**config.mk**
```make
export PLATFORM = sky130hd
export DESIGN_NAME = mfd_unwrap
export DESIGN_NICKNAME = d
export VERILOG_FILES = /design/src/mfd_pkg.sv /design/src/mfd_unwrap.sv
export SDC_FILE = /design/constraint.sdc
export NUM_CORES = 1
export LEC_CHECK = 0
export BUFFER_PORTS_ARGS = -buffer_cell sky130_fd_sc_hd__buf_2
export CAP_MARGIN = 40
export CORE_ASPECT_RATIO = 2
export CORE_MARGIN = 4
export CORE_UTILIZATION = 56
export CTS_CLUSTER_DIAMETER = 120
export DETAILED_ROUTE_END_ITERATION = 12
export PLACE_DENSITY = 0.78
export SETUP_SLACK_MARGIN = 0.5
export SYNTH_ARGS = -nofsm -noshare
export SYNTH_HDL_FRONTEND = slang
export SYNTH_SLANG_ARGS = --single-unit
```
**constraint.sdc**
```tcl
create_clock -name clk -period 7 [get_ports clk]
set_input_delay 0.35 -clock clk [delete_from_list [all_inputs] [get_ports clk]]
set_output_delay 0.35 -clock clk [all_outputs]
set_load 0.005 [all_outputs]
```
**src/mfd_pkg.sv**
```systemverilog
// Package for the multi-turn motor feedback decoder.
// Holds constants, register codes and the structs shared by the RTL modules.
// No dependencies.
`timescale 1ns / 1ps
`default_nettype none

package mfd_pkg;

  localparam int MFD_NUM_MOTORS      = 2;
  localparam int MFD_COUNTS_PER_TURN = 8192;
  localparam int MFD_ANG_W           = $clog2(MFD_COUNTS_PER_TURN);
  localparam int MFD_HALF_TURN       = MFD_COUNTS_PER_TURN / 2;

  localparam logic [10:0] MFD_BASE_ID_RESET   = 11'd513;
  localparam logic [31:0] MFD_POS_SCALE_RESET = 32'd171573;
  localparam logic [31:0] MFD_VEL_SCALE_RESET = 32'd449767923;

  typedef enum logic [1:0] {
    MFD_REG_BASE_ID   = 2'd0,
    MFD_REG_POS_SCALE = 2'd1,
    MFD_REG_VEL_SCALE = 2'd2
  } mfd_reg_t;

  // request into the unwrap stage
  typedef struct packed {
    logic        advance;
    logic [10:0] frame_id;
    logic [12:0] rotor_angle;
  } mfd_unwrap_req_t;

  // unwrap stage result
  typedef struct packed {
    logic               hit;
    logic               motor_lsb;
    logic signed [31:0] rel;
  } mfd_unwrap_res_t;

endpackage

`default_nettype wire

```
**src/mfd_unwrap.sv**
```systemverilog
// Per-motor angle unwrap, saturating turn count and zero latch.
// Depends on mfd_pkg.
`timescale 1ns / 1ps
`default_nettype none

module mfd_unwrap #(
  parameter int NUM_MOTORS = mfd_pkg::MFD_NUM_MOTORS
) (
  input  wire logic                   clk,
  input  wire logic                   rst_n,
  input  wire logic [10:0]            base_id,
  input  wire mfd_pkg::mfd_unwrap_req_t req,
  output mfd_pkg::mfd_unwrap_res_t    res
);

  localparam int IdxW = (NUM_MOTORS > 1) ? $clog2(NUM_MOTORS) : 1;
  localparam int AngW = mfd_pkg::MFD_ANG_W;
  localparam logic signed [AngW:0] HalfPos = (AngW + 1)'(mfd_pkg::MFD_HALF_TURN);
  localparam logic signed [AngW:0] HalfNeg = -HalfPos;

  logic [AngW-1:0]     prev_angle_r [NUM_MOTORS];
  logic signed [15:0]  turn_r       [NUM_MOTORS];
  logic signed [31:0]  zero_r       [NUM_MOTORS];
  logic                latched_r;

  logic [11:0]         offset;
  logic                hit;
  logic [IdxW-1:0]     m;
  logic [AngW-1:0]     angle;
  logic signed [AngW:0] diff;
  logic signed [15:0]  turn_nxt;
  logic signed [31:0]  absolute;
  logic                upd;

  assign offset = {1'b0, req.frame_id} - {1'b0, base_id};
  assign hit    = !offset[11] && (offset[10:0] < 11'(NUM_MOTORS));
  assign m      = offset[IdxW-1:0];
  assign angle  = AngW'(req.rotor_angle % mfd_pkg::MFD_COUNTS_PER_TURN);
  assign diff   = $signed({1'b0, angle}) - $signed({1'b0, prev_angle_r[m]});
  assign upd    = req.advance && hit;

  always_comb begin
    turn_nxt = turn_r[m];
    if (diff > HalfPos) begin
      if (turn_r[m] != 16'sh8000) turn_nxt = turn_r[m] - 16'sd1;
    end else if (diff < HalfNeg) begin
      if (turn_r[m] != 16'sh7fff) turn_nxt = turn_r[m] + 16'sd1;
    end
  end

  // count * turn + angle; turn is a power of two
  assign absolute = {{(32 - 16 - AngW){turn_nxt[15]}}, turn_nxt, angle};

  assign res.hit       = hit;
  assign res.motor_lsb = m[0];
  assign res.rel       = latched_r ? (absolute - zero_r[m]) : 32'sd0;

  always_ff @(posedge clk) begin
    if (!rst_n) begin
      for (int i = 0; i < NUM_MOTORS; i++) begin
        prev_angle_r[i] <= '0;
        turn_r[i]       <= '0;
        zero_r[i]       <= '0;
      end
      latched_r <= 1'b0;
    end else if (upd) begin
      prev_angle_r[m] <= angle;
      turn_r[m]       <= turn_nxt;
      if (!latched_r) begin
        zero_r[m] <= absolute;
        if (m == IdxW'(NUM_MOTORS - 1)) latched_r <= 1'b1;
      end
    end
  end

endmodule

`default_nettype wire

```
==> run summary, run 1 <==
CTS Hold Bufs - 0
layout cells sized above 1 - 24.3%
CP Capture Type - output port
ant diodes - 0
Setup Skew - 0.00739 ns
leading area contributor after synthesis - edfxtp_1
Post-synth EDFFs - 116
max-slew violations - 0
deepest clock path buffer count - 2
CP delay by family, top - compound AO/OA/AOI/OAI gates
clock sink count - 117
Setup-failing EPs final - 0
clk slew on worst S/H paths - 0.05 ns
minimum clock period - 6.37 ns
count leader, synth - nor2_1
share of the synthesized area in the top cell type - 39.0%
largest net degree at the start of global routing - 60
Routed WL - 23100 um
DIE WIDTH - 97.3 um
Sw Pwr - 739 uW
first-pass detailed-route iteration total - 5
Slowest cell on crit path - or3_4
Setup TNS - 0 ns
Buf+Inv Stages, Crit Path - 7
uppermost layer routed - met4
DRT antenna net count - 0
Syn Area/Cell - 10.1 um2
P_int - 1690 uW
DP Cell Count - 1151
drt initial violations - 318
Req. time, crit path - 6.65 ns
vias in the first global route - 7271
worst slew pin tran - 0.873 ns
WL per Instance - 19.1 um
height of the die - 187 um
library cells used by synthesis - 107
Final period util - 91.0%
RSZ-0062 raised after global routing - no
Pwr per Cell Area - 228 mW/mm2
Worst slew margin - 41.7%
Layout Cells excl Fill - 1206
largest cells by area after synthesis - edfxtp_1 39%, ha_1 6.7%, mux2i_1 6.2%
Max stage delay on crit path - 0.37 ns
drt drc - 0
area delta synth->final - 19.3%
Reg power frac - 33.2%
Clock power frac - 35.7%
via/cell ratio - 5.98
num rows - 65
Hold Vio Cnt, Final - 0
met2 WL post-DR - 13200 um
met3 wire len - 715 um
Sw Ratio - 30.5%
asr flop ratio synth - 0%
Leakage - 0.00450 uW
Starting Density - 56.9%
crit path kind - input port to output port
synth cell count leaders - 119 x nor2_1, 116 x edfxtp_1, 57 x nand2_1
Crit path arrival time - 6.02 ns
Synth Flop Type - edfxtp_1
All-Layer GR Usage - 24.8%
status - completed
most used cell, CP - or3_4
Metal-1 WL - 8130 um
MaxCap Viol Count - 0
Hold WC Path Type - input port to register
NumNets Final - 1081
Post-Synthesis Cells - 887
synthesized area - 0.00893 mm2
GP Congestion - 0.948
Post-Syn Nets - 976
Num CTS Buffers - 17
DIE AREA - 0.0182 mm2
initial antenna violation count - 0
hpwl dp - 16800 um
CTS tree - built
root buffer cell - clkbuf_16
crit path max fanout - 5
first-pass GRT wire length - 35800 um
grt ovf - 0
worst skew pair latency - 0.41 ns
H-tree Lvls - 4
Synthesis Warnings - 0
FF+latch count, synth - 117
Worst setup SP type - input port
CORE AREA - 0.0157 mm2
fmax - 157 MHz
VDD IR max - 0.248 mV
Comb power frac - 31.1%
num ports - 72
IO Port Bufs - 71
via count - 7214
register area share after synthesis - 39.2%
placed cells by master, fill, tap and decap left out, drive strengths merged, types with 23 or more instances in the layout:
cell,instances
a21oi,36
and2,35
and3,30
buf,118
edfxtp,116
ha,48
inv,42
mux2i,57
nand2,59
nor2,119
nor3,24
o21ai,31
xnor2,23
worst paths after layout:
check | slack (ns) | endpoint | depth (start not counted) | start
setup / recovery | 0.63 | res[30] | 27 | req[13]
setup reg to reg | 2.92 | zero_r[0][30] | 17 | prev_angle_r[0][0]
hold reg to reg | 0.84 | latched_r | 3 | latched_r
hold / removal | 0.26 | latched_r | 3 | rst_n
metal layers:
metal,vias to the layer above,GRT usage (%)
li1,3481,-
met1,3513,23.8
met2,160,49.4
met3,60,3.89
met4,0,12.7
met5,-,0
logic make-up (layout without fill, tap and decap cells):
| logic type | after synthesis | after routing | synth area share, % |
|---|---|---|---|
| mux | 69 | 69 | 8.03 |
| buf+inv | 74 | 192 | 4.26 |
| simple gates | 366 | 366 | 21.5 |
| compound gates | 162 | 162 | 14.1 |
| fa+ha+maj | 54 | 54 | 7.74 |
| xor+xnor | 45 | 45 | 5.17 |
| flops | 117 | 117 | 39.2 |
worst reg2reg max path, stage by stage (launching register included):
cell      delay (ns)
edfxtp_1        0.32
mux2_4          0.15
ha_4            0.12
inv_1           0.05
fa_2            0.36
a211oi_4        0.32
nor3_2          0.08
o31a_1          0.32
or3_4           0.36
and2_4          0.17
or4_1           0.41
nor3b_1         0.33
nor2b_1         0.22
xor2_1          0.16
nor3_1          0.07
a21oi_1         0.14
buf_4           0.16
nor2_1          0.05
power by group through the flow:
| stage | logic, uW | clock network (uW) | registers (uW) |
|---|---|---|---|
| after floorplan | 523 | 0 | 816 |
| after global placement | 646 | 0 | 818 |
| after detailed placement | 657 | 0 | 819 |
| after CTS | 669 | 871 | 805 |
| after global routing | 815 | 903 | 808 |
| final | 754 | 864 | 806 |
timing repair:
| action | CTS | global route |
|---|---|---|
| endpoints found under the setup margin | 5 | 12 |
| setup buffers | 5 | 17 |
| pin swaps | 1 | 19 |
| gates cloned | 0 | 1 |
| gates resized for setup | 0 | 40 |
registers in the layout, indices dropped and copies added, names as in the netlist:
register and count:
zero_r 58, turn_r 32, latched_r 1, prev_angle_r 26
cell type report:
type	instances	area, um2
timing repair buffer	119	810
inverter	41	154
clock buffer	20	437
tap	201	251
sequential	117	3500
multi-input combinational	696	5340
fill	1210	5050
clock inverter	12	155
metrics by stage:
stage	area, um2	worst slack (ns)	hold slack, ns	utilization (%)	total power [uW]
after floorplan	9070	0.503	0.461	-	1340
after global placement	9560	0.525	0.657	60.9	1460
after detailed placement	9640	0.439	0.673	61.4	1480
after CTS	10300	0.574	0.244	65.5	2340
after global routing	10600	0.398	0.249	67.8	2530
final	10600	0.631	0.256	67.8	2420
Note: power is estimated with default switching activity, not from simulation.
==> run 2, diff against run 1 <==
- CORE_ASPECT_RATIO: 2 -> unset
- CTS_CLUSTER_DIAMETER: 120 -> unset
==> run 2 against run 1 <==
Compared with the run above: clock skew is 0.0019 ns lower; clock power is 14% higher; sequential share of layout area is 1.1 points higher; wire length is 4.2% lower; final area is 3.1% lower; non-clock buffer count is 26 lower; register-to-register slack worse by 0.10 ns; first-iteration DRC count is 92% higher; largest cell class unchanged; highest routed layer unchanged.
==> run summary, run 2 (synthesis results as in run 1) <==
via count - 7194 (-0.28%)
CP delay by family, top - compound AO/OA/AOI/OAI gates
Setup TNS - 0 ns (unchanged)
Starting Density - 57.9% (+0.99 points)
largest reg by FF count - zero_r
Req. time, crit path - 6.65 ns (about the same)
GP Congestion - 0.921 (-2.9%)
Crit path arrival time - 5.84 ns (-0.18 ns)
DIE WIDTH - 134 um (+38%)
max-slew violations - 0 (unchanged)
Worst setup SP type - input port
most used cell, CP - inv_1
VDD IR max - 0.286 mV (+15%)
status - completed
num rows - 45 (-31%)
Final WS setup - 0.805 ns (+0.175 ns)
DRT antenna net count - 0 (unchanged)
crit path kind - input port to output port
clock sink count - 117 (unchanged)
CTS Hold Bufs - 0 (unchanged)
Fin Hold WS - 0.265 ns (+0.00998 ns)
Setup-failing EPs final - 0 (unchanged)
height of the die - 134 um (-28%)
NumNets Final - 1055 (-2.4%)
Routed WL - 22100 um (-4.2%)
largest net degree at the start of global routing - 67 (+12%)
WL per Instance - 18.6 um (-2.9%)
drt initial violations - 610 (+92%)
area delta synth->final - 15.6%
Pwr per Cell Area - 239 mW/mm2 (+5.2%)
clk slew on worst S/H paths - 0.06 ns (about the same)
crit path max fanout - 6 (+1)
CP Capture Type - output port
Setup Skew - 0.00547 ns (-0.00192 ns)
worst slew pin tran - 0.891 ns (+0.0186 ns)
CTS tree - built
All-Layer GR Usage - 24.7% (-0.14 points)
Hold WC Path Type - input port to register
H-tree Lvls - 4 (unchanged)
ant diodes - 0 (unchanged)
initial antenna violation count - 0 (unchanged)
Buf+Inv Stages, Crit Path - 5 (-2)
deepest clock path buffer count - 2 (unchanged)
Top Registers - zero_r x58, turn_r x32, prev_angle_r x26
layout cells sized above 1 - 20.5% (-3.7 points)
vias in the first global route - 6996 (-3.8%)
Area after DPL - 0.00952 mm2 (-1.2%)
pre-CTS setup slack - 0.509 ns (+0.0703 ns)
fmax - 161 MHz (+2.8%)
minimum clock period - 6.19 ns (-0.175 ns)
drt drc - 0 (unchanged)
root buffer cell - clkbuf_16
num ports - 72 (unchanged)
total power - 2470 uW (+1.9%)
IO Port Bufs - 71 (unchanged)
most common cell after layout, fill and taps aside - nor2_1
Num CTS Buffers - 17 (unchanged)
worst skew pair latency - 0.43 ns (+0.02 ns)
via/cell ratio - 6.05 (+1.1%)
first-pass GRT wire length - 35400 um (-0.89%)
grt ovf - 0 (unchanged)
max FFs per register - 58 (unchanged)
fill cell count - 1175 (-2.9%)
first-pass detailed-route iteration total - 8 (+3)
Worst slew margin - 40.4% (-1.3 points)
hpwl dp - 15300 um (-8.9%)
most frequent cells in the layout - 118 x nor2_1, 116 x edfxtp_1, 71 x buf_2
MaxCap Viol Count - 0 (unchanged)
Max stage delay on crit path - 0.41 ns (+0.04 ns)
Leakage - 0.00435 uW (-3.2%)
RSZ-0062 raised after global routing - no
CORE AREA - 0.0154 mm2 (-1.7%)
post-route cell area - 0.0103 mm2 (-3.1%)
Hold Vio Cnt, Final - 0 (unchanged)
Final period util - 88.5% (-2.5 points)
DIE AREA - 0.0180 mm2 (-0.67%)
Slowest cell on crit path - fa_2
[run 2: layer usage]
layer / wire length, um / vias to the layer above / track usage [%]
met1: 9440 / 3424 / 32.8
met3: 1730 / 42 / 4.20
li1: - / 3427 / -
met5: 0 / - / 0
met4: 443 / 0 / 7.92
met2: 10500 / 301 / 41.5
[run 2: metrics by stage]
step,utilization (%),cells
after floorplan,-,887
after global placement,61.7,1150
after detailed placement,61.7,1151
after CTS,66.2,1185
after global routing,66.9,1190
final,66.9,1190
[run 2: what timing repair did]
item | CTS | global route
gates resized for setup | 2 | 12
pin swaps | 1 | 0
buffers inserted | 2 | 5
setup endpoints to repair | 4 | 7
[run 2: power by group]
group / switching (uW) / internal [uW]
registers: 10.1 / 794
clock network: 325 / 662
logic: 397 / 282
total: 732 / 1740
[run 2: final timing paths]
path	startpoint	endpoint	slack (ns)	cells past startpoint
setup / recovery	req[13]	res[25]	0.81	27
hold / removal	rst_n	latched_r	0.27	3
setup reg to reg	prev_angle_r[1][0]	turn_r[0][15]	2.82	16
hold reg to reg	latched_r	latched_r	0.80	2
[run 2: worst reg2reg max path: cells and delay by family (launching register included)]
| kind | cells | cell delay, ns |
|---|---|---|
| and+or+nand+nor | 8 | 1.83 |
| AOI/OAI and AO/OA | 3 | 0.81 |
| adders and majority gates | 2 | 0.54 |
| DFF | 1 | 0.32 |
| xor gates and xnor gates | 1 | 0.17 |
| muxes | 1 | 0.15 |
| buffers and inverters | 1 | 0.05 |
[run 2: cell type report]
class	count	area (um2)	area share [%]
inverters	41	154	1.49
well taps	211	264	2.56
clock inverters	15	235	2.28
clock buffers	17	425	4.12
flip-flops and latches	117	3500	34.0
repair buffers	93	542	5.25
multi-input cells	696	5190	50.3
